`src/sv/rgb_hls_colour_converter_macros.svh`:
```
// Assertion macros shared by the colour converter RTL.
`ifndef RGB_HLS_COLOUR_CONVERTER_MACROS_SVH
`define RGB_HLS_COLOUR_CONVERTER_MACROS_SVH

// Condition that holds at every clock edge out of reset.
`define RHC_ASSERT_HOLDS(label, cond, msg) \
   label: assert property (@(posedge clock) disable iff (reset) (cond)) else $error(msg);

// Same-cycle implication.
`define RHC_ASSERT_IMPL(label, ante, cons, msg) \
   label: assert property (@(posedge clock) disable iff (reset) (ante) |-> (cons)) \
      else $error(msg);

// Next-cycle implication.
`define RHC_ASSERT_NEXT(label, ante, cons, msg) \
   label: assert property (@(posedge clock) disable iff (reset) (ante) |=> (cons)) \
      else $error(msg);

`endif

```
`src/sv/rhc_pkg.sv`:
```
// Types and constants of the RGB/HLS colour converter.
package rhc_pkg;

   localparam int unsigned ONE_Q16    = 65536;
   localparam int unsigned HALF_Q16   = 32768;
   localparam int unsigned FULL_TURN  = 23040;
   localparam int unsigned THIRD_TURN = 7680;
   localparam int unsigned SIXTH_TURN = 3840;
   localparam int unsigned HUE_MAX    = 23039;

   localparam logic ACT_RGB_TO_HLS = 1'b0;
   localparam logic ACT_HLS_TO_RGB = 1'b1;

   // Divider geometry: two quotient bits per stage.
   localparam int unsigned DIV_DW     = 8;
   localparam int unsigned DIV_QW     = 17;
   localparam int unsigned DIV_STAGES = (DIV_QW + 1) / 2;
   localparam int unsigned SAT_NW     = 24;
   localparam int unsigned HUE_NW     = 20;
   localparam int unsigned REV_STAGES = 3;

   typedef struct packed {
      logic        action;
      logic [7:0]  red;
      logic [7:0]  green;
      logic [7:0]  blue;
      logic [14:0] hue;
      logic [16:0] lightness;
      logic [16:0] saturation;
   } req_type;

   typedef struct packed {
      logic [7:0]  out_red;
      logic [7:0]  out_green;
      logic [7:0]  out_blue;
      logic [14:0] out_hue;
      logic [16:0] out_lightness;
      logic [16:0] out_saturation;
   } rsp_type;

   typedef struct packed {
      logic        action;
      logic        achro;
      logic [16:0] lightness;
      logic [14:0] hue_base;
      logic        hue_neg;
      logic [23:0] sat_num;
      logic [7:0]  sat_den;
      logic [19:0] hue_num;
      logic [7:0]  hue_den;
      logic [16:0] lc;
      logic [16:0] sc;
      logic [14:0] hw;
      logic [32:0] p_ls;
   } prep_type;

   typedef struct packed {
      logic        action;
      logic        achro;
      logic [16:0] lightness;
   } fwd_tag_type;

   typedef struct packed {
      logic        hue_neg;
      logic [14:0] hue_base;
   } hue_tag_type;

endpackage

```
`src/sv/rhc_prep.sv`:
```
// Front stage: forward min/max, divider operands, lightness; reverse clamps and l*s.
module rhc_prep (
   input  logic              clock,
   input  logic              reset,
   input  logic              en,
   input  logic              in_valid,
   input  rhc_pkg::req_type  req,
   output logic              out_valid,
   output rhc_pkg::prep_type prep
);
   import rhc_pkg::*;

   logic [7:0]  mx, mn, span, dd;
   logic [8:0]  total, lfrac;
   logic [15:0] ly;
   prep_type    prep_in, prep_ff;
   logic        valid_ff;

   always_comb begin
      mx = req.red;
      mn = req.red;
      if (req.green > mx) mx = req.green;
      if (req.blue > mx) mx = req.blue;
      if (req.green < mn) mn = req.green;
      if (req.blue < mn) mn = req.blue;
      total = {1'b0, mx} + {1'b0, mn};
      span  = mx - mn;
      prep_in = '0;
      prep_in.action = req.action;
      prep_in.achro  = (mx == mn);

      // total*65536/510 = total*128 + total*128/255
      ly    = {total[8:0], 7'b0};
      lfrac = 9'((17'(ly) + 17'd1 + 17'(ly[15:8])) >> 8);
      prep_in.lightness = 17'(ly) + 17'(lfrac);

      prep_in.sat_num = {span, 16'b0};
      if (mx == mn) begin
         prep_in.sat_den = 8'd1;
      end else if (total < 9'd255) begin
         prep_in.sat_den = total[7:0];
      end else begin
         prep_in.sat_den = 8'(9'd510 - total);
      end

      // sector base and magnitude of the in-sector offset
      if (req.red == mx) begin
         if (req.green >= req.blue) begin
            prep_in.hue_base = 15'd0;
            prep_in.hue_neg  = 1'b0;
            dd = req.green - req.blue;
         end else begin
            prep_in.hue_base = 15'(FULL_TURN);
            prep_in.hue_neg  = 1'b1;
            dd = req.blue - req.green;
         end
      end else if (req.green == mx) begin
         prep_in.hue_base = 15'(2 * SIXTH_TURN);
         prep_in.hue_neg  = (req.blue < req.red);
         dd = (req.blue < req.red) ? req.red - req.blue : req.blue - req.red;
      end else begin
         prep_in.hue_base = 15'(4 * SIXTH_TURN);
         prep_in.hue_neg  = (req.red < req.green);
         dd = (req.red < req.green) ? req.green - req.red : req.red - req.green;
      end
      prep_in.hue_num = 20'(dd) * 20'(SIXTH_TURN);
      prep_in.hue_den = (mx == mn) ? 8'd1 : span;

      prep_in.lc = (req.lightness > 17'(ONE_Q16)) ? 17'(ONE_Q16) : req.lightness;
      prep_in.sc = (req.saturation > 17'(ONE_Q16)) ? 17'(ONE_Q16) : req.saturation;
      prep_in.hw = (req.hue >= 15'(FULL_TURN)) ? req.hue - 15'(FULL_TURN) : req.hue;
      prep_in.p_ls = 33'(prep_in.lc) * 33'(prep_in.sc);
   end

   always_ff @(posedge clock) begin
      if (reset) begin
         valid_ff <= 1'b0;
      end else if (en) begin
         valid_ff <= in_valid;
      end
   end

   always_ff @(posedge clock) begin
      if (en) begin
         prep_ff <= prep_in;
      end
   end

   assign out_valid = valid_ff;
   assign prep      = prep_ff;

endmodule

```
`config.mk`:
```
export PLATFORM = sky130hd
export DESIGN_NAME = rhc_prep
export DESIGN_NICKNAME = d
export VERILOG_FILES = /design/src/sv/rgb_hls_colour_converter_macros.svh /design/src/sv/rhc_pkg.sv /design/src/sv/rhc_prep.sv
export SDC_FILE = /design/constraint.sdc
export NUM_CORES = 1
export LEC_CHECK = 0
export ABC_AREA = 1
export ABC_CLOCK_PERIOD_IN_PS = 9000
export BUFFER_PORTS_ARGS = -buffer_cell sky130_fd_sc_hd__buf_2
export CORE_ASPECT_RATIO = 1.1
export CORE_MARGIN = 1.5
export CORE_UTILIZATION = 35
export CTS_BUF_LIST = sky130_fd_sc_hd__clkbuf_16
export CTS_CLUSTER_DIAMETER = 50
export DETAILED_ROUTE_END_ITERATION = 12
export PLACE_DENSITY_LB_ADDON = 0.05
export RECOVER_POWER = 25
export SYNTH_ARGS = -nofsm -noshare
export SYNTH_HDL_FRONTEND = slang
export SYNTH_SLANG_ARGS = --single-unit
```
`constraint.sdc`:
```
create_clock -name clock -period 9 [get_ports clock]
set_clock_uncertainty 0.2 [all_clocks]
set_input_delay 0 -clock clock [delete_from_list [all_inputs] [get_ports clock]]
set_output_delay 0 -clock clock [all_outputs]
set_load 0.005 [all_outputs]
```
Word level (Yosys, flattened, before mapping)
Cells that the tools add are included.
{"block": "word_totals", "wordCells": 59, "out_inout_bits": 178, "ff_bits": 154}
{"block": "classes", "n_mul": 2, "addsub": 13, "n_eq_ne": 3, "n_lt_le_gt_ge": 11, "n_mux": 16}
{"op": "two-way mux 8 bit", "count": 10}
{"op": "subtractor 8 bit", "count": 7}
{"op": "> comparator 17 bit, second input constant", "count": 2}
{"op": "two-way mux 17 bit", "count": 2}
{"op": "multiplier 17 x 17 -> 33 bit", "count": 1}
{"op": "< comparator 8 bit", "count": 4}
{"op": "two-way mux 16 bit", "count": 2}
{"op": "two-way mux 15 bit", "count": 2}
{"op": "== test 8 bit", "count": 3}
{"op": "adder 16 x 1 -> 17 bit, second input constant", "count": 1}
{"op": "adder 16 x 9 -> 17 bit", "count": 1}
{"op": "adder 17 x 8 -> 17 bit", "count": 1}
{"op": "> comparator 8 bit", "count": 2}
{"op": "greater-or-equal comparator 15 bit, second input constant", "count": 1}
{"op": "subtractor 15 bit, second input constant", "count": 1}
{"op": "multiplier 8 x 4 -> 12 bit, second input constant", "count": 1}
{"op": "adder 8 x 8 -> 9 bit", "count": 1}
{"op": "< comparator 9 x 8 -> 1 bit, second input constant", "count": 1}
{"op": "greater-or-equal comparator 8 bit", "count": 1}
{"op": "subtractor 8 bit, first input constant", "count": 1}

Longest topological paths before layout
{"block": "depth", "ltp_word": 8, "mapped_depth": 48, "depth_no_buf": 47}

Worst setup path before layout
No wires, ideal clock.
{"block": "synth_timing", "path_kind": "input to register", "start": "in req[28] in the netlist's numbering", "end": "reg prep_ff (netlist bit prep[30]) (data pin)", "stages": 32, "setup_ns": 0.259, "arrival_ns": 6.379, "n_path_buf": 2, "path_slack_ns": 2.162, "path_cell_list": "nor4_1 > nand4_1 > nand2_1 > clkbuf_1 > nand2_1 > inv_1 > buf_1 > nand2_1 > fa_1 > inv_1 > fa_1 > inv_1 > fa_1 > inv_1 > fa_1 > inv_1 > fa_1 > inv_1 > fa_1 > ha_1 > a21oi_1 > inv_1 > a31oi_1 > a21boi_0 > inv_1 > nand2_1 > nand2_1 > a21oi_1 > o21ai_0 > nand2_1 > nand2_1 > xor2_1"}
{"element": "start: declaration", "line_no": "rhc_prep.sv:7", "text": "input rhc_pkg::req_type req,"}
{"element": "end signal: assignment", "line_no": "rhc_prep.sv:85", "text": "prep_ff <= prep_in;"}
{"element": "end: declaration", "line_no": "rhc_prep.sv:16", "text": "prep_type prep_in, prep_ff;"}

==> results.cfg <==
[finish]
finalNonFillerCells = 3277
drive_gt1_frac = 0.126
area_growth_pct = 15.2
antenna_cells = 0
nNetsFinal = 3050

[clock_tree]
cts_root_buf = clkbuf_16
clock-sinks = 143
cts-htree-levels = 4
cts_max_path_buffers = 2
clkTransAtPathRegs_ns = 0.07
clock_latency_ns = 0.48
cts_buffers = 17
post_cts_buffers = 0
postCtsHoldBufs = 41
cts_tree = built
cts_resized = 0

[synth]
synth_area_leader_cell = fa_1
synthesis.area_um2 = 19400
ys_types = 55
synthAdderAreaFrac = 0.380
ys.flop_type = edfxtp_1
synth_area_leaders = fa_1 25%, edfxtp_1 22%, ha_1 13%
synthArstFlopShare = 0
synth_area_per_cell_um2 = 8.58
synthXorXnorAreaFrac = 0.0388
synth.area.mux_share = 0.00219
synth_common_cells = 482 x nand2_1, 470 x inv_1, 241 x fa_1
netlist.area_leader.share = 0.249
synth.most_common_cell = nand2_1
syn_inst = 2261
seq_area_frac_synth = 0.221
yosys.area_share.simple = 0.175
synth_compound_area_frac = 0.0659
synth_edf_count = 142
synth_top_family_by_area = adder cells
synth_seq_cells = 143
yosysWarnings = 0

[timing]
hold_viol_final = 0
max_freq_mhz = 125
fin_setup_tns_ns = 0
slew_viol_final = 68
min_period_ns = 7.98
max_slew_margin = -1.76
finalSetupViolCount = 0
tightest_slew_ns = 4.15
finalCritPeriodShare = 0.886
rsz0062_at_grt = no

[drt]
routed_via_density = 4.77
drtIter0Drc = 876
drc = 0
dr.pass1.iters = 7
wl_um = 61500
antenna_left = 0
vias = 15600
wl_per_cell_um = 18.8

[run_status]
status = finished with violations
violations = max-capacitance violations, max-slew violations

[place]
dp_cells = 3204
gp_congestion = 0.904
post-dp-hpwl_um = 51300
numPortBuffers = 222

[global_routing]
grt_overflow = 0
grt_use_total = 0.225
grt_pass1_vias = 16200
grt_pass1_wl_um = 95200
grt_max_degree = 78
antenna_found_initial = 0

[floorplan]
ios = 256
die-area_um2 = 56800
core_um2 = 54800
start_util = 0.354
rows = 90
die_height_um = 250
dieWidth_um = 227

[power_and_ir_drop]
p_leak_uw = 0.0113
internal-power_uw = 2390
power_switching_uw = 2000
pwr-share-clk = 0.172
seqPwrFrac = 0.252
swShare = 0.455
vdd.ir_drop.worst_mv = 0.218
cellPowerDensity_nw_per_um2 = 197
pwr-share-comb = 0.576

[critical_path]
worstPathArrival_ns = 8.01
crit_path_start_kind = input port
crit_type = in2reg
cp_max_fo = 16
worstPathRequired_ns = 9.03
end_kind = register

[run]
cap_violations = 1

[hold_path]
hold_path.class = in2reg
[flip-flops by register name, summed over array words and instances, names as in the netlist]
| signal | cells |
|---|---|
| prep | 142 |
| out_valid | 1 |
[critical path, cell delays in order]
cell,delay (ns)
dlygate4sd3_1,0.53
clkbuf_1,0.76
nand2_1,0.52
nand2_1,0.43
inv_1,0.26
buf_4,0.24
nand2_1,0.08
fa_1,0.45
fa_1,0.52
inv_1,0.06
fa_1,0.59
inv_1,0.08
fa_1,0.48
fa_1,0.52
inv_1,0.05
fa_1,0.46
ha_1,0.40
nand2_1,0.09
o21ai_0,0.44
o21bai_1,0.22
a21boi_0,0.25
o21ai_0,0.31
a21oi_1,0.13
xnor2_1,0.14
[cell usage in the layout, fill, tap and decap left out, types with 10 or more instances in the layout]
| master | instances |
|---|---|
| nor3_1 | 10 |
| conb_1 | 33 |
| a21oi_1 | 102 |
| clkbuf_16 | 17 |
| buf_4 | 40 |
| inv_1 | 470 |
| xor2_1 | 55 |
| dlygate4sd3_1 | 41 |
| xnor2_1 | 29 |
| edfxtp_1 | 142 |
| nand4_1 | 11 |
| clkbuf_1 | 35 |
| nand2_1 | 482 |
| nand3_1 | 57 |
| fa_1 | 241 |
| nor2_1 | 175 |
| ha_1 | 203 |
| nand2_2 | 19 |
| nor4_1 | 11 |
| o21ai_0 | 64 |
| buf_2 | 186 |
[area by class of cell]
type                       instances  area [um^2]
clock buffer                      17          425
clock inverter                    15          190
multi-input combinational       1587        12900
timing repair buffer             303         1780
fill                            5752        32500
tap                              736          921
inverter                         476         1790
sequential                       143         4280
[worst paths after layout]
path / start / to / slack, ns / depth (start not counted)
max: req[33] / prep[25] / 1.02 / 24
min: req[34] / prep[33] / 0.05 / 2
max reg2reg: out_valid / out_valid / 7.65 / 3
min reg2reg: out_valid / out_valid / 0.85 / 3
[cell families after synthesis]
| logic type | count (synthesis) |
|---|---|
| and+or+nand+nor | 797 |
| AOI/OAI and AO/OA | 224 |
| DFF | 143 |
| adders and majority gates | 444 |
| xor gates and xnor gates | 85 |
| muxes | 4 |
| other | 1 |
| buffers and inverters | 563 |
[power groups by stage]
stage | Sequential (uW) | Clock (uW) | Combinational (uW)
6_report | 1100 | 757 | 2530
5_1_grt | 1130 | 808 | 2870
4_1_cts | 1110 | 793 | 2580
3_5_place_dp | 1120 | 0 | 2540
3_3_place_gp | 1120 | 0 | 2560
2_1_floorplan | 1140 | 0 | 1640
[per-stage QoR]
step | area (um^2) | util | power (uW) | hold WS [ns] | setup WS, ns
2_1_floorplan | 19500 | - | 2780 | -0.128 | 2.16
3_3_place_gp | 21400 | 0.389 | 3670 | -0.0232 | 0.911
3_5_place_dp | 21400 | 0.389 | 3660 | -0.0188 | 0.832
4_1_cts | 22400 | 0.408 | 4480 | 0.000848 | 1.01
5_1_grt | 22300 | 0.407 | 4810 | 0.0422 | 0.256
6_report | 22300 | 0.407 | 4390 | 0.0538 | 1.02
[metal layers]
metal,up-vias,track usage,share of wire
met5,-,0,0
met4,0,0.0602,0.020
met3,69,0.0404,0.049
met2,370,0.378,0.50
met1,7706,0.294,0.44
li1,7477,-,-
No activity file was read; power rests on OpenSTA's default activity.
