File: config.mk
export PLATFORM = sky130hd
export DESIGN_NAME = rhc_div
export DESIGN_NICKNAME = d
export VERILOG_FILES = /design/src/sv/rgb_hls_colour_converter_macros.svh /design/src/sv/rhc_pkg.sv /design/src/sv/rhc_div.sv
export SDC_FILE = /design/constraint.sdc
export NUM_CORES = 1
export LEC_CHECK = 0
export BUFFER_PORTS_ARGS = -buffer_cell sky130_fd_sc_hd__buf_2
export CORE_ASPECT_RATIO = 1.2
export CORE_MARGIN = 10
export CORE_UTILIZATION = 30
export DETAILED_ROUTE_END_ITERATION = 8
export GPL_TIMING_DRIVEN = 1
export HOLD_SLACK_MARGIN = 0.15
export SLEW_MARGIN = 20
export SYNTH_ARGS = -nofsm -noshare
export SYNTH_HDL_FRONTEND = slang
export SYNTH_SLANG_ARGS = --single-unit
File: constraint.sdc
create_clock -name clock -period 4.76 [get_ports clock]
set_input_delay 0.238 -clock clock [delete_from_list [all_inputs] [get_ports clock]]
set_output_delay 0.238 -clock clock [all_outputs]
set_load 0.02 [all_outputs]
File: src/sv/rgb_hls_colour_converter_macros.svh
// Assertion macros shared by the colour converter RTL.
`ifndef RGB_HLS_COLOUR_CONVERTER_MACROS_SVH
`define RGB_HLS_COLOUR_CONVERTER_MACROS_SVH

// Condition that holds at every clock edge out of reset.
`define RHC_ASSERT_HOLDS(label, cond, msg) \
   label: assert property (@(posedge clock) disable iff (reset) (cond)) else $error(msg);

// Same-cycle implication.
`define RHC_ASSERT_IMPL(label, ante, cons, msg) \
   label: assert property (@(posedge clock) disable iff (reset) (ante) |-> (cons)) \
      else $error(msg);

// Next-cycle implication.
`define RHC_ASSERT_NEXT(label, ante, cons, msg) \
   label: assert property (@(posedge clock) disable iff (reset) (ante) |=> (cons)) \
      else $error(msg);

`endif

File: src/sv/rhc_pkg.sv
// Types and constants of the RGB/HLS colour converter.
package rhc_pkg;

   localparam int unsigned ONE_Q16    = 65536;
   localparam int unsigned HALF_Q16   = 32768;
   localparam int unsigned FULL_TURN  = 23040;
   localparam int unsigned THIRD_TURN = 7680;
   localparam int unsigned SIXTH_TURN = 3840;
   localparam int unsigned HUE_MAX    = 23039;

   localparam logic ACT_RGB_TO_HLS = 1'b0;
   localparam logic ACT_HLS_TO_RGB = 1'b1;

   // Divider geometry: two quotient bits per stage.
   localparam int unsigned DIV_DW     = 8;
   localparam int unsigned DIV_QW     = 17;
   localparam int unsigned DIV_STAGES = (DIV_QW + 1) / 2;
   localparam int unsigned SAT_NW     = 24;
   localparam int unsigned HUE_NW     = 20;
   localparam int unsigned REV_STAGES = 3;

   typedef struct packed {
      logic        action;
      logic [7:0]  red;
      logic [7:0]  green;
      logic [7:0]  blue;
      logic [14:0] hue;
      logic [16:0] lightness;
      logic [16:0] saturation;
   } req_type;

   typedef struct packed {
      logic [7:0]  out_red;
      logic [7:0]  out_green;
      logic [7:0]  out_blue;
      logic [14:0] out_hue;
      logic [16:0] out_lightness;
      logic [16:0] out_saturation;
   } rsp_type;

   typedef struct packed {
      logic        action;
      logic        achro;
      logic [16:0] lightness;
      logic [14:0] hue_base;
      logic        hue_neg;
      logic [23:0] sat_num;
      logic [7:0]  sat_den;
      logic [19:0] hue_num;
      logic [7:0]  hue_den;
      logic [16:0] lc;
      logic [16:0] sc;
      logic [14:0] hw;
      logic [32:0] p_ls;
   } prep_type;

   typedef struct packed {
      logic        action;
      logic        achro;
      logic [16:0] lightness;
   } fwd_tag_type;

   typedef struct packed {
      logic        hue_neg;
      logic [14:0] hue_base;
   } hue_tag_type;

endpackage

File: src/sv/rhc_div.sv
// Pipelined restoring divider, two quotient bits per stage, with a carried tag.
module rhc_div #(
   parameter int unsigned NW = rhc_pkg::SAT_NW,
   parameter int unsigned DW = rhc_pkg::DIV_DW,
   parameter int unsigned QW = rhc_pkg::DIV_QW,
   parameter int unsigned TW = 1
) (
   input  logic          clock,
   input  logic          reset,
   input  logic          en,
   input  logic          in_valid,
   input  logic [NW-1:0] num,
   input  logic [DW-1:0] den,
   input  logic [TW-1:0] in_tag,
   output logic          out_valid,
   output logic [QW-1:0] quot,
   output logic [DW-1:0] rem,
   output logic [TW-1:0] out_tag
);
   localparam int unsigned ST = (QW + 1) / 2;
   localparam int unsigned QP = 2 * ST;

   logic [DW-1:0] rem_ff [ST];
   logic [DW-1:0] rem_in [ST];
   logic [DW-1:0] den_ff [ST];
   logic [DW-1:0] den_in [ST];
   logic [QP-1:0] w_ff   [ST];
   logic [QP-1:0] w_in   [ST];
   logic [TW-1:0] tag_ff [ST];
   logic [TW-1:0] tag_in [ST];
   logic [ST-1:0] valid_ff;
   logic [ST-1:0] valid_in;

   for (genvar s = 0; s < ST; s++) begin : g_stage
      logic [DW-1:0] r_src;
      logic [QP-1:0] w_src;
      logic [DW:0]   t1, t2;
      logic [DW-1:0] r1;
      logic          b1, b2;

      if (s == 0) begin : g_first
         // the bits above the QP shifted ones form the starting remainder
         assign r_src       = DW'(num >> QP);
         assign w_src       = QP'(num);
         assign den_in[s]   = den;
         assign tag_in[s]   = in_tag;
         assign valid_in[s] = in_valid;
      end else begin : g_next
         assign r_src       = rem_ff[s-1];
         assign w_src       = w_ff[s-1];
         assign den_in[s]   = den_ff[s-1];
         assign tag_in[s]   = tag_ff[s-1];
         assign valid_in[s] = valid_ff[s-1];
      end

      // two dependent subtract-and-compare steps
      assign t1 = {r_src, w_src[QP-1]};
      assign b1 = (t1 >= {1'b0, den_in[s]});
      assign r1 = b1 ? DW'(t1 - {1'b0, den_in[s]}) : t1[DW-1:0];
      assign t2 = {r1, w_src[QP-2]};
      assign b2 = (t2 >= {1'b0, den_in[s]});
      assign rem_in[s] = b2 ? DW'(t2 - {1'b0, den_in[s]}) : t2[DW-1:0];
      assign w_in[s]   = {w_src[QP-3:0], b1, b2};

      always_ff @(posedge clock) begin
         if (en) begin
            rem_ff[s] <= rem_in[s];
            w_ff[s]   <= w_in[s];
            den_ff[s] <= den_in[s];
            tag_ff[s] <= tag_in[s];
         end
      end
   end

   always_ff @(posedge clock) begin
      if (reset) begin
         valid_ff <= '0;
      end else if (en) begin
         valid_ff <= valid_in;
      end
   end

   assign out_valid = valid_ff[ST-1];
   assign quot      = w_ff[ST-1][QW-1:0];
   assign rem       = rem_ff[ST-1];
   assign out_tag   = tag_ff[ST-1];

endmodule

==> Word-level counts from Yosys, hierarchy flattened <==
Memories as Yosys holds them, arrays and structs flattened.
Cells that the tools add are included.
{ "word_totals": {"regBits": 9, "mem_bits_rw": 315, "out_inout_bits": 27, "in_bits": 37, "word_cells": 61, "memories": 4} }
{ "classes": {"order_cmp": 18, "add_sub_neg": 18, "n_mux": 20} }
{ "memory_table": {"columns": ["name", "words", "word_bits", "read_ports", "rd_ports_with_merged_regs", "wr", "line", "rtl"], "rows": [
  ["w_ff", 9, 18, 9, 0, 9, "rhc_div.sv:27", "logic [QP-1:0] w_ff [ST];"],
  ["den_ff", 9, 8, 8, 0, 9, "rhc_div.sv:25", "logic [DW-1:0] den_ff [ST];"],
  ["rem_ff", 9, 8, 9, 0, 9, "rhc_div.sv:23", "logic [DW-1:0] rem_ff [ST];"],
  ["tag_ff", 9, 1, 9, 0, 9, "rhc_div.sv:29", "logic [TW-1:0] tag_ff [ST];"]
]} }
{ "ops": {"columns": ["op", "count"], "rows": [
  [">= comparator 9 x 8 -> 1 bit", 17],
  ["two-way mux 8 bit", 18],
  ["subtractor 8 bit", 17],
  [">= comparator 7 x 8 -> 1 bit", 1],
  ["subtractor 7 x 8 -> 8 bit", 1],
  ["two-way mux 1 bit", 2]
]} }

==> Depth between registers and ports, before layout <==
An unclocked memory read counts as a cell.
{ "logic_depth": {"depth_word": 5, "ltp_mapped": 20, "depth_no_buf": 18} }

==> Worst setup path after synthesis <==
OpenSTA, ideal clock, no wires.
{ "synth_path": {"path_type": "register -> register", "from": "mem den_ff[0][33] (netlist name)", "to": "mem rem_ff[5][1] (netlist name), data pin", "stages_incl_launch_ff": 17, "period_less_slack_ns": 4.124, "arrival_ns": 3.863, "path_buffers": 0, "slack_ns": 0.636, "t_required_ns": 4.500, "setup_ns": 0.260, "path_cell_list": "edfxtp_1 -> inv_1 -> ha_1 -> nor2b_1 -> o31a_1 -> o21ai_1 -> a31oi_1 -> nor3_2 -> mux2i_1 -> ha_1 -> nor2b_1 -> o21ai_0 -> a21boi_0 -> o21ai_0 -> a21oi_1 -> a21boi_4 -> mux2_4"} }
{ "synth_rtl": {"columns": ["element", "line"], "rows": [
  ["start: declaration", "rhc_div.sv:25"],
  ["end: declaration", "rhc_div.sv:23"]
]} }

==> results.txt <==
* Status: finished, final reports clean
- Period Utilization, post-route: 94.2%
- Of all nets on the critical path, the largest fanout is 8.
- LEAKAGE: 7.88 nW
* Power Dens Cells: 755 nW/um^2
* Number of maximum-capacitance violations: 0
- Simple-Gate Fraction of Synth Area: 7.82%
- Number of cells traversed by the worst register-to-register path: 15
* CTS tree: built
* Summed negative setup slack over all endpoints: 0 ps
- Syn_area_per_cell: 12.4 sq um
- Die W: 238 um
* Final core utilization: 35.5%
* # DRC: 0
- Placement Rows: 95
- Commonest cells after routing, fill and taps aside: edfxtp_1, inv_1, ha_1
- Post-DR wirelength/cell: 14.8 um
* Worst-case register-to-register setup slack: 270 ps
- Origin of the critical flop-to-flop path: den_ff[0][17]
* Overflow left after global routing: 0
- Along the worst hold path, the cell count comes to 4.
- In this run, synthesis inferred 298 flip-flops with an integrated enable.
* Compound-Gate Fraction of Synth Area: 12.7%
* Synthesized net count: 1576
- Summing the areas of all fa, ha and maj instances in the mapped netlist gives 12.6% of the synthesized area.
* Number of nets in the final layout: 1720
- The H-tree was split into 2 levels.
* Buffer depth of the longest clock path: 3
- CP endpoint kind: register
* Post-synthesis mux area share: 6.63%
- The first global-routing pass estimated 55.1 mm of wire.
* Routed length on met2: 18.1 mm
- Antenna-violating nets left: 0
- The routed layout has 11000 vias.
- Worst ir drop on vdd: 0.339 mV
- Count of endpoints failing setup in the final report: 0
* Post-Route Skew: 26.8 ps
- Critical-path cell list: inv_1, ha_1, nor2b_1, o31a_1, o311ai_1, nand3_2, a21oi_2, ha_1, nor2b_1, o21ai_0, a21boi_0, o21ai_0, a21oi_1, a21boi_4, mux2_2
- Number of antenna repair diodes: 0
- The library cell used most frequently in the layout, excluding fill and tap cells, is edfxtp_1.
- Post-synthesis xor/xnor area fraction: 3.13%
* I/O Buffers: 63
- Syn Std Cell Area: 17100 sq um
* Terminus of the critical flop-to-flop path: rem_ff[3][3]
- CTS placed an instance of clkbuf_16 at the clock tree root.
- The core region is 56200 sq um.
* Layout cell share with drive strength beyond 1: 14.5%
- The detailed router put a total of 13.5 mm of wire on met1.
* TritonCTS sink count: 307
- At the pin with the least slew margin, the transition time is 786 ps.
- Clock latency on the worst-skew pair, taken at its later pin, is 550 ps.
- For this run, the top clock speed supported by timing is 0.223 GHz.
- Dividing the detail-routed via count by the number of cells gives 4.83.
* Worst rel slew slack: 47.6%
- Async set-reset flop share out of synthesis: 0%
* Number of DRC markers after the initial detailed-route iteration: 468
- Signal routing reaches up to met4.
- Counting distinct cell types in the post-synthesis netlist gives 76.
* Total Die Area: 66900 sq um
- Highest-delay cell along the critical path: o311ai_1
- In this design, the stage delay of the slowest critical-path cell is 440 ps.
- The count of pins over their slew limit came to 0.
* Starting density of the core: 30.4%
- Wire length on met3: 1.30 mm
- Detailed-routing iteration count for the pre-antenna-repair pass: 5
- The worst setup path is launched from a register.
- 64 I/O pins were placed.
- Compared with the post-synthesis result, the final layout area differs by 16.8%.
- Pin count of the biggest net entering global routing: 97
- The via count of the first global-routing pass came to 11300.
- Global routing used 9.94% of the available tracks.
- Post-detailed-placement half-perimeter wirelength: 25.2 mm
* Post-synth top flop: edfxtp_1
- Hold violation total from the final report: 0
- Routability congestion estimate from global placement: 0.876
- Cell count after synthesis: 1378
- Num CTS Buffers: 37
- The worst hold path terminates at rem_ff[0][4].
- The filler cells instantiated in the layout total 5490.
- By area, the combinational part of the netlist is dominated by compound AO/OA/AOI/OAI gates.
- The startpoint identified for the worst hold timing path is num[20].
- Final Routed Wirelength: 33.7 mm
- Counting flops and latches in the post-synthesis netlist gives 307.
- Crit Path Class: register to register
- In this run the worst hold path is classified as input pin to register.
- Final Critical Period: 4490 ps
- Yosys Warn Count: 0
- Worst path required time: 5050 ps
- The number of antenna violations at the first check in global routing was 0.
- For the worst setup path, the data arrival time is 4780 ps.
* Clock Pin Slew Worst Setup and Hold Paths: 60 ps
- The design draws 15.1 mW.
* Post-synthesis sequential area ratio: 53.4%
- In this run the vertical extent of the chip is 281 um.
## where the power goes
| part | total [mW] | internal (mW) | switching (mW) | leakage, nW |
|---|---|---|---|---|
| sequential | 4.20 | 3.95 | 0.253 | 2.97 |
| combinational | 8.09 | 3.94 | 4.15 | 4.33 |
| clock | 2.78 | 1.65 | 1.13 | 0.578 |
| total | 15.1 | 9.55 | 5.53 | 7.88 |
## worst max-delay path: cells and delay by family (launching register included)
kind            cells  cell delay, ps
compound gates      8            2160
fa+ha+maj           2             550
buf+inv             1             190
flops               1             430
mux                 1             390
simple gates        3             530
## layer usage
layer / vias up / global-route usage [%]
met2: 178 / 19.1
met3: 59 / 2.16
li1: 5435 / -
met4: 0 / 3.41
met5: - / 0
met1: 5304 / 10.5
## area by class of cell
cell class                      count  area [sq um]  share of cell area (%)
Inverter                          158           593                    2.97
Clock buffer                       40           937                    4.69
Sequential cell                   307          9130                    45.7
Clock inverter                     24           255                    1.28
Tap cell                          727           910                    4.56
Timing Repair Buffer              114           793                    3.97
Multi-Input combinational cell    904          7340                    36.8
## synthesized netlist by cell type, drive strengths merged (3+ instances only)
cell | instances | area, sq um
a211o | 5 | 43.8
a211oi | 15 | 118
a21boi | 9 | 101
a21o | 21 | 158
a21oi | 83 | 434
a221oi | 3 | 26.3
a31oi | 5 | 37.5
and3 | 8 | 50.1
and4 | 3 | 26.3
buf | 6 | 33.8
clkbuf | 3 | 11.3
dfxtp | 9 | 180
edfxtp | 298 | 8950
fa | 18 | 360
ha | 143 | 1790
inv | 158 | 593
mux2 | 74 | 882
mux2i | 25 | 250
nand2 | 54 | 203
nand3 | 19 | 105
nand4 | 25 | 156
nor2 | 80 | 310
nor2b | 26 | 163
nor3 | 22 | 115
o211ai | 9 | 72.6
o21a | 33 | 248
o21ai | 77 | 385
o21bai | 14 | 105
o221a | 3 | 33.8
o31a | 18 | 158
o31ai | 9 | 72.6
or3 | 11 | 73.8
or4 | 3 | 22.5
xnor2 | 46 | 403
xor2 | 15 | 131
## timing repair
item,CTS,global route
hold buffers,29,0
endpoints found under the hold margin,35,0
buffers inserted,0,5
endpoints found under the setup margin,0,25
resized for setup,0,8
## state kept, by name, summed over array words and instances (netlist names)
name and cells:
rem_ff 72, w_ff 153, den_ff 64, tag_ff 9, valid_ff 9
## worst max-delay path by stage
stage                        from      endpoint
global placement    den_ff[0][17]  rem_ff[3][6]
CTS                 den_ff[0][17]  rem_ff[3][3]
finish              den_ff[0][17]  rem_ff[3][3]
global route        den_ff[0][41]  rem_ff[6][3]
detailed placement  den_ff[0][17]  rem_ff[3][3]
floorplan           den_ff[0][33]  rem_ff[5][1]
## kinds of logic after synthesis
family                     after synthesis
and+or+nand+nor                        265
DFF                                    307
muxes                                   99
adders and majority gates              161
buffers and inverters                  167
AOI/OAI and AO/OA                      318
xor gates and xnor gates                61
## stage by stage
stage / hold WS [ps] / std cells / cell area (sq um) / setup slack, ps
after floorplan: 337 / 1378 / 17100 / 636
after global placement: 401 / 2176 / 18400 / 140
after detailed placement: 405 / 2176 / 18400 / 77.4
after CTS: 169 / 2269 / 19900 / 67.8
after global routing: 198 / 2274 / 20000 / -1.74
final: 199 / 2274 / 20000 / 275
No activity file was read; power rests on OpenSTA's default activity.
