### src/sv/rgb_hls_colour_converter_macros.svh
// Assertion macros shared by the colour converter RTL.
`ifndef RGB_HLS_COLOUR_CONVERTER_MACROS_SVH
`define RGB_HLS_COLOUR_CONVERTER_MACROS_SVH

// Condition that holds at every clock edge out of reset.
`define RHC_ASSERT_HOLDS(label, cond, msg) \
   label: assert property (@(posedge clock) disable iff (reset) (cond)) else $error(msg);

// Same-cycle implication.
`define RHC_ASSERT_IMPL(label, ante, cons, msg) \
   label: assert property (@(posedge clock) disable iff (reset) (ante) |-> (cons)) \
      else $error(msg);

// Next-cycle implication.
`define RHC_ASSERT_NEXT(label, ante, cons, msg) \
   label: assert property (@(posedge clock) disable iff (reset) (ante) |=> (cons)) \
      else $error(msg);

`endif

### src/sv/rhc_pkg.sv
// Types and constants of the RGB/HLS colour converter.
package rhc_pkg;

   localparam int unsigned ONE_Q16    = 65536;
   localparam int unsigned HALF_Q16   = 32768;
   localparam int unsigned FULL_TURN  = 23040;
   localparam int unsigned THIRD_TURN = 7680;
   localparam int unsigned SIXTH_TURN = 3840;
   localparam int unsigned HUE_MAX    = 23039;

   localparam logic ACT_RGB_TO_HLS = 1'b0;
   localparam logic ACT_HLS_TO_RGB = 1'b1;

   // Divider geometry: two quotient bits per stage.
   localparam int unsigned DIV_DW     = 8;
   localparam int unsigned DIV_QW     = 17;
   localparam int unsigned DIV_STAGES = (DIV_QW + 1) / 2;
   localparam int unsigned SAT_NW     = 24;
   localparam int unsigned HUE_NW     = 20;
   localparam int unsigned REV_STAGES = 3;

   typedef struct packed {
      logic        action;
      logic [7:0]  red;
      logic [7:0]  green;
      logic [7:0]  blue;
      logic [14:0] hue;
      logic [16:0] lightness;
      logic [16:0] saturation;
   } req_type;

   typedef struct packed {
      logic [7:0]  out_red;
      logic [7:0]  out_green;
      logic [7:0]  out_blue;
      logic [14:0] out_hue;
      logic [16:0] out_lightness;
      logic [16:0] out_saturation;
   } rsp_type;

   typedef struct packed {
      logic        action;
      logic        achro;
      logic [16:0] lightness;
      logic [14:0] hue_base;
      logic        hue_neg;
      logic [23:0] sat_num;
      logic [7:0]  sat_den;
      logic [19:0] hue_num;
      logic [7:0]  hue_den;
      logic [16:0] lc;
      logic [16:0] sc;
      logic [14:0] hw;
      logic [32:0] p_ls;
   } prep_type;

   typedef struct packed {
      logic        action;
      logic        achro;
      logic [16:0] lightness;
   } fwd_tag_type;

   typedef struct packed {
      logic        hue_neg;
      logic [14:0] hue_base;
   } hue_tag_type;

endpackage

### src/sv/rhc_rev.sv
// Reverse path: HLS levels, hue ramp weights and channel scaling over three stages.
module rhc_rev (
   input  logic              clock,
   input  logic              en,
   input  rhc_pkg::prep_type prep,
   output logic [23:0]       rgb
);
   import rhc_pkg::*;

   function automatic logic [11:0] ramp_weight(input logic [14:0] a);
      logic [11:0] w;
      if (a < 15'(SIXTH_TURN)) begin
         w = a[11:0];
      end else if (a < 15'(3 * SIXTH_TURN)) begin
         w = 12'(SIXTH_TURN);
      end else if (a < 15'(4 * SIXTH_TURN)) begin
         w = 12'(15'(4 * SIXTH_TURN) - a);
      end else begin
         w = 12'd0;
      end
      return w;
   endfunction

   logic [33:0] hi_c;
   logic [32:0] hi, lo_in, lo_ff, diff_in, diff_ff;
   logic [15:0] ang_red;
   logic [14:0] ang [3];
   logic [11:0] w_in [3];
   logic [11:0] w_ff [3];
   logic [44:0] base_in, base_ff;
   logic [44:0] prod_in [3];
   logic [44:0] prod_ff [3];
   logic [44:0] num [3];
   logic [48:0] x [3];
   logic [8:0]  ch9 [3];
   logic [7:0]  ch_in [3];
   logic [7:0]  ch_ff [3];

   // levels hi and lo in Q32
   always_comb begin
      if (prep.lc <= 17'(HALF_Q16)) begin
         hi_c = (34'(prep.lc) << 16) + 34'(prep.p_ls);
      end else begin
         hi_c = ((34'(prep.lc) + 34'(prep.sc)) << 16) - 34'(prep.p_ls);
      end
      hi      = 33'(hi_c);
      lo_in   = 33'((34'(prep.lc) << 17) - hi_c);
      diff_in = hi - lo_in;

      ang_red = 16'(prep.hw) + 16'(THIRD_TURN);
      if (ang_red > 16'(FULL_TURN)) ang_red = ang_red - 16'(FULL_TURN);
      ang[0] = 15'(ang_red);
      ang[1] = prep.hw;
      ang[2] = (prep.hw >= 15'(THIRD_TURN)) ? prep.hw - 15'(THIRD_TURN)
                                            : prep.hw + 15'(FULL_TURN - THIRD_TURN);
      for (int c = 0; c < 3; c++) begin
         w_in[c] = ramp_weight(ang[c]);
      end
   end

   always_comb begin
      base_in = 45'(lo_ff) * 45'(SIXTH_TURN);
      for (int c = 0; c < 3; c++) begin
         prod_in[c] = 45'(diff_ff) * 45'(w_ff[c]);
      end
   end

   // channel = level * 255 / (3840 << 32) = level * 17 >> 40
   always_comb begin
      for (int c = 0; c < 3; c++) begin
         num[c]   = base_ff + prod_ff[c];
         x[c]     = (49'(num[c]) << 4) + 49'(num[c]);
         ch9[c]   = 9'(x[c] >> 40);
         ch_in[c] = (ch9[c] > 9'd255) ? 8'd255 : ch9[c][7:0];
      end
   end

   always_ff @(posedge clock) begin
      if (en) begin
         lo_ff   <= lo_in;
         diff_ff <= diff_in;
         base_ff <= base_in;
         for (int c = 0; c < 3; c++) begin
            w_ff[c]    <= w_in[c];
            prod_ff[c] <= prod_in[c];
            ch_ff[c]   <= ch_in[c];
         end
      end
   end

   assign rgb = {ch_ff[0], ch_ff[1], ch_ff[2]};

endmodule

### config.mk
export PLATFORM = sky130hd
export DESIGN_NAME = rhc_rev
export DESIGN_NICKNAME = d
export VERILOG_FILES = /design/src/sv/rgb_hls_colour_converter_macros.svh /design/src/sv/rhc_pkg.sv /design/src/sv/rhc_rev.sv
export SDC_FILE = /design/constraint.sdc
export NUM_CORES = 2
export LEC_CHECK = 0
export ABC_CLOCK_PERIOD_IN_PS = 15000
export BUFFER_PORTS_ARGS = -buffer_cell sky130_fd_sc_hd__buf_2
export CAP_MARGIN = 10
export CORE_MARGIN = 2
export CORE_UTILIZATION = 45
export DETAILED_ROUTE_END_ITERATION = 7
export PLACE_DENSITY_LB_ADDON = 0.1
export SLEW_MARGIN = 20
export SYNTH_ARGS = -nofsm -noshare
export SYNTH_HDL_FRONTEND = slang
export SYNTH_SLANG_ARGS = --single-unit
### constraint.sdc
create_clock -name clock -period 15 [get_ports clock]
set_input_delay 3 -clock clock [delete_from_list [all_inputs] [get_ports clock]]
set_output_delay 3 -clock clock [all_outputs]
set_load 0.03 [all_outputs]
Yosys cells after proc, flatten, opt, wreduce, memory -nomap -nowiden
Memory sizes are Yosys's and may differ from the RTL's.
Cells that the tools add are included.
Widths: inputs -> output; s select.
{"block": "totals", "regBits": 103, "latch_bits": 0, "ram_bits": 195, "mem_bits_ro": 0, "input_bits": 179, "output_inout_bits": 24, "mem_count": 3}
{"block": "op_classes", "add_sub_neg": 18, "mul": 4, "div": 0, "magnitude_cmp": 15, "eq_ne": 0, "shift": 0, "mux": 17, "n_bitwise": 0, "reduce_logical": 0}
{"memory": "prod_ff", "words": 3, "width": 45, "read_ports": 3, "rd_ports_with_merged_regs": 0, "wr": 3, "line": "rhc_rev.sv:32", "rtl": "logic [44:0] prod_ff [3];"}
{"memory": "w_ff", "words": 3, "width": 12, "read_ports": 3, "rd_ports_with_merged_regs": 0, "wr": 3, "line": "rhc_rev.sv:29", "rtl": "logic [11:0] w_ff [3];"}
{"memory": "ch_ff", "words": 3, "width": 8, "read_ports": 3, "rd_ports_with_merged_regs": 0, "wr": 3, "line": "rhc_rev.sv:37", "rtl": "logic [7:0] ch_ff [3];"}
{"op": "$add 49x45->49", "count": 3}
{"op": "$add 45x45->45", "count": 3}
{"op": "$mul 33x12->45", "count": 3}
{"op": "$mux 12", "count": 9}
{"op": "$sub 33x33->33", "count": 3}
{"op": "$lt 15x14->1 const B", "count": 6}
{"op": "$lt 15x12->1 const B", "count": 3}
{"op": "$mul 33x4->37 const B", "count": 1}
{"op": "$sub 12x12->12 const A", "count": 3}
{"op": "$add 33x33->33", "count": 1}
{"op": "$mux 33", "count": 1}
{"op": "$mux 15", "count": 2}
{"op": "$gt 9x8->1 const B", "count": 3}
{"op": "$mux 8", "count": 3}
{"op": "$add 17x17->17", "count": 1}
{"op": "$le 17x16->1 const B", "count": 1}
{"op": "$add 15x13->16 const B", "count": 1}
{"op": "$gt 16x15->1 const B", "count": 1}
{"op": "$add 15x14->15 const B", "count": 1}
{"op": "$ge 15x13->1 const B", "count": 1}
{"op": "$sub 15x13->15 const B", "count": 1}
{"op": "$sub 15x15->15 const B", "count": 1}
{"op": "$mux 1", "count": 2}

Longest topological paths before layout
{"block": "depth", "word_depth": 7, "ltp_mapped": 32, "depth_no_buf": 32}

Worst setup path before layout
OpenSTA, ideal clock, no wires.
{"block": "synth_timing", "kind": "input to register", "start": "in prep[73] (netlist bit)", "end": "reg diff_ff[31], data pin", "setup_time_ns": 0.260, "t_arrival_ns": 8.194, "required_ns": 14.740, "setup_slack_ns": 6.546, "path_stages": 25, "path_buffers": 4, "path_cell_list": "buf_2 nor4_4 a41o_1 buf_4 nand2_1 clkbuf_1 clkbuf_1 o31ai_1 inv_1 ha_1 o21ai_0 a221o_1 or4_4 a211oi_2 o32ai_1 a2111oi_2 nor2_1 maj3_2 a21oi_2 xnor2_1 ha_1 nand2b_1 or3_1 o221ai_1 xnor2_1"}
{"block": "synth_between", "elab_chain_len": 5, "elab_cells_between_ends": 7}
{"element": "from (decl)", "line": "rhc_rev.sv:5", "rtl": "input rhc_pkg::prep_type prep,"}
{"element": "$add 17x17->17", "line": "rhc_rev.sv:44", "rtl": "hi_c = ((34'(prep.lc) + 34'(prep.sc)) << 16) - 34'(prep.p_ls);"}
{"element": "$sub 33x33->33", "line": "rhc_rev.sv:44"}
{"element": "$mux 33", "line": "rhc_rev.sv:41", "rtl": "if (prep.lc <= 17'(HALF_Q16)) begin"}
{"element": "$sub 33x33->33", "line": "rhc_rev.sv:47", "rtl": "lo_in = 33'((34'(prep.lc) << 17) - hi_c);"}
{"element": "$sub 33x33->33 (*)", "line": "rhc_rev.sv:48", "rtl": "diff_in = hi - lo_in;"}
{"element": "via diff_in[31]", "line": "rhc_rev.sv:25", "rtl": "logic [32:0] hi, lo_in, lo_ff, diff_in, diff_ff;"}
{"element": "to (signal assigned)", "line": "rhc_rev.sv:81", "rtl": "diff_ff <= diff_in;"}
{"element": "to (decl)", "line": "rhc_rev.sv:25"}
Mark *: on every way through the listed nets, which the timed path passes. The rest lies on a longest branch.
A chain may end at the register's enable or synchronous reset.

Final worst setup path
{"block": "layout_timing", "start": "in prep[81] (netlist bit)", "end": "reg diff_ff[32], data pin"}
{"block": "layout_between", "elab_cells_between_ends": 7}
{"element": "$le 17x16->1", "line": "rhc_rev.sv:41"}
{"element": "$mux 33", "line": "rhc_rev.sv:41"}
{"element": "$sub 33x33->33", "line": "rhc_rev.sv:47"}
{"element": "via lo_in[14]", "line": "rhc_rev.sv:25"}
{"element": "$sub 33x33->33", "line": "rhc_rev.sv:48"}
{"element": "via diff_in[32]", "line": "rhc_rev.sv:25"}
The timed path passes the listed nets, and every way through them passes these cells.

==> reports/metrics.yaml <==
synth.mux.area_fraction_pct: 0.378
fin_crit_ps: 9270
cts_max_level: 2
synthArstFlopShare_pct: 0
synthFlopType: "edfxtp_1"
synth_area_mm2: 0.0615
finalNetCount: 8500
synth_xor_area_share_pct: 5.60
cp-end-kind: "flop"
coreArea_mm2: 0.136
num_rows: 135
dr.pass1.iters: 6
worstMarginPinSlew_ps: 1160
layout_commonest_cell: "nand2_1"
synth_edf_count: 294
synthToLayoutAreaGrowth_pct: 6.06
cpLargestDelayFamily: "compound AO/OA/AOI/OAI gates"
rsz0062_at_grt: "no"
yosys.area_share.simple_pct: 16.4
grt_usage_pct: 22.8
slowest_delay_ps: 610
ys_ff_latch: 294
cts-root-buf: "clkbuf_16"
path_cells: "buf_2 -> nor4_1 -> nand4_1 -> a311oi_1 -> o221ai_1 -> nor2_2 -> inv_2 -> nor4_1 -> inv_1 -> ha_1 -> xnor2_1 -> o31ai_1 -> a21oi_1 -> o21a_1 -> o311ai_1 -> a21oi_1 -> a21boi_1 -> o31ai_1 -> o211ai_1 -> a311oi_1 -> o41a_1 -> o221ai_2 -> xnor2_1"
outcome: "completed"
synth_top_family_by_area: "adder cells"
drtIter0Drc: 2161
cts_resized: 0
worstPathArrival_ps: 9600
slew_violations: 0
finalHoldViolCount: 0
fill_cells: 13000
timing.hold.ws_ps: 689
place_ws_ps: 5210
clk_pin_slew_worst_paths_ps: 50
grt_pass1_wl_um: 255000
cts.sinks: 294
cts_buffer_depth: 3
die_h_um: 374
max_cap_violations: 0
worstPathRequired_ps: 15330
startpoint_type: "input pin"
hpwl_um: 126000
grt_max_degree: 105
overflow: 0
post_cts_buffers: 0
antenna_found_initial: 17
holdCritPathClass: "reg2reg"
avgSynthCellArea_um2: 9.10
vias_per_cell: 5.37
grt_pass1_vias: 49000
postRouteWirelength_um: 157000
seq_area_frac_synth_pct: 14.3
multi_input_area_mm2: 0.0480
fin_skew_ps: 37.6
relSlewSlack_pct: 22.7
drc_errors: 0
die_area_mm2: 0.140
initial_core_util_pct: 45.4
synthCells: 6765
yosysUniqueCellTypes: 105
setup_viol: 0
postCtsHoldBufs: 0
place.gp.congestion: 0.850
postRouteAntennaNets: 0
crit_buf_inv: 3
io_buffers: 107
finalSetupTns_ps: 0
place_inst: 8470
synth_compound_area_share_pct: 11.0
layout_common_cells: "1049 x nand2_1, 1004 x inv_1, 988 x fa_1, 598 x ha_1, 339 x and2_1"
crit_slowest_cell: "nor4_1"
drive_above_1_share_pct: 4.60
io_pins: 203
path_max_fanout: 20
dr_total_vias: 46000
cts_tree: "built"
fin_cells: 8553
path_class: "in2reg"
die_x_um: 374
clock_latency_ps: 630
seq_area_mm2: 0.00883
period_share_pct: 61.8
wl_per_cell_um: 18.3
yosys_warnings: 0
cts_buffers: 39
setup_slack_ps: 5730
synth-adder-area-share_pct: 44.4
fmax_ghz: 0.108
==> worst register-to-register path, stage by stage, from the launching register on <==
cell and delay, ps:
edfxtp_1 570, ha_1 320, a21o_1 180, a21oi_1 270
o21a_1 200, nor4_1 80, nor4_1 530, o31ai_1 280
a221oi_1 790, o21ai_0 410, o41ai_1 870, xnor2_1 280
ha_1 360, a21o_1 180, a21o_1 160, a21oi_1 390
nand2b_1 100, a221oi_1 550, nor2_1 240, o21ai_0 220
a21oi_1 150, o211ai_1 340, nor3_1 120, xor2_1 210
o21bai_1 220
==> sequential cells by signal, indices dropped and copies added (netlist names) <==
signal	count
diff_ff	32
lo_ff	33
w_ff	36
prod_ff	132
base_ff	37
ch_ff	24
==> final timing paths <==
path	from	endpoint	slack (ps)	cells after the start
max	prep[81]	diff_ff[32]$_DFFE_PP_	5730	23
min	lo_ff[0]$_DFFE_PP_	base_ff[8]$_DFFE_PP_	690	0
max reg2reg	base_ff[8]$_DFFE_PP_	ch_ff[0][10]$_SDFFCE_PN1P_	6720	24
min reg2reg	lo_ff[0]$_DFFE_PP_	base_ff[8]$_DFFE_PP_	690	0
==> cell usage after synthesis (10+ instances only) <==
| master | count | area [um^2] |
|---|---|---|
| a21boi_0 | 10 | 75.1 |
| nand2_1 | 1049 | 3940 |
| nand2b_1 | 57 | 357 |
| and2_1 | 339 | 2120 |
| or3_1 | 47 | 294 |
| xnor2_1 | 286 | 2500 |
| nand4_1 | 40 | 250 |
| nor2_1 | 279 | 1050 |
| ha_1 | 598 | 7480 |
| a21o_1 | 147 | 1100 |
| nor4_1 | 18 | 113 |
| and3_1 | 43 | 269 |
| o21ai_0 | 193 | 966 |
| and4_1 | 11 | 96.3 |
| a31oi_1 | 32 | 200 |
| or2_2 | 18 | 113 |
| o21a_1 | 48 | 360 |
| nor3_1 | 73 | 365 |
| nor2b_1 | 52 | 325 |
| mux2i_1 | 15 | 150 |
| clkbuf_1 | 262 | 983 |
| edfxtp_1 | 294 | 8830 |
| a211oi_1 | 28 | 210 |
| a21oi_1 | 303 | 1520 |
| inv_1 | 1004 | 3770 |
| xor2_1 | 98 | 858 |
| fa_1 | 988 | 19800 |
| nand3_1 | 75 | 375 |
| o21bai_1 | 67 | 503 |
| a311oi_1 | 11 | 96.3 |
| a41oi_1 | 11 | 96.3 |
| o211ai_1 | 25 | 188 |
| o31ai_1 | 19 | 143 |
| nor3b_1 | 12 | 90.1 |
==> stage by stage <==
step / instance area, um^2 / util, %
after floorplan: 61600 / -
after global placement: 63900 / 47.1
after detailed placement: 63900 / 47.1
after CTS: 65200 / 48.1
after global routing: 65300 / 48.1
final: 65300 / 48.1
==> layer usage <==
| layer | routed length, um | vias up | global-route usage [%] |
|---|---|---|---|
| met5 | 0 | - | 0 |
| met4 | 3800 | 0 | 5.54 |
| met3 | 7010 | 204 | 2.69 |
| met2 | 75800 | 863 | 40.1 |
| met1 | 70100 | 23000 | 29.8 |
| li1 | - | 21900 | - |
==> kinds of logic after synthesis <==
kind of cell,count (synthesis)
and+or+nand+nor,2150
adders and majority gates,1590
buffers and inverters,1284
AOI/OAI and AO/OA,1035
xor gates and xnor gates,388
DFF,294
muxes,22
other,2
==> area by class of cell <==
class | instances | area share, %
tap | 1781 | 3.41
clock inverter | 28 | 0.449
sequential | 294 | 13.5
inverter | 1007 | 5.79
antenna | 7 | 0.0268
multi-input combinational | 5208 | 73.5
clock buffer | 43 | 1.52
timing repair buffer | 185 | 1.80
Power is not shown: default switching activity piles up to over one toggle a cycle in this logic, so the estimate is an artifact.
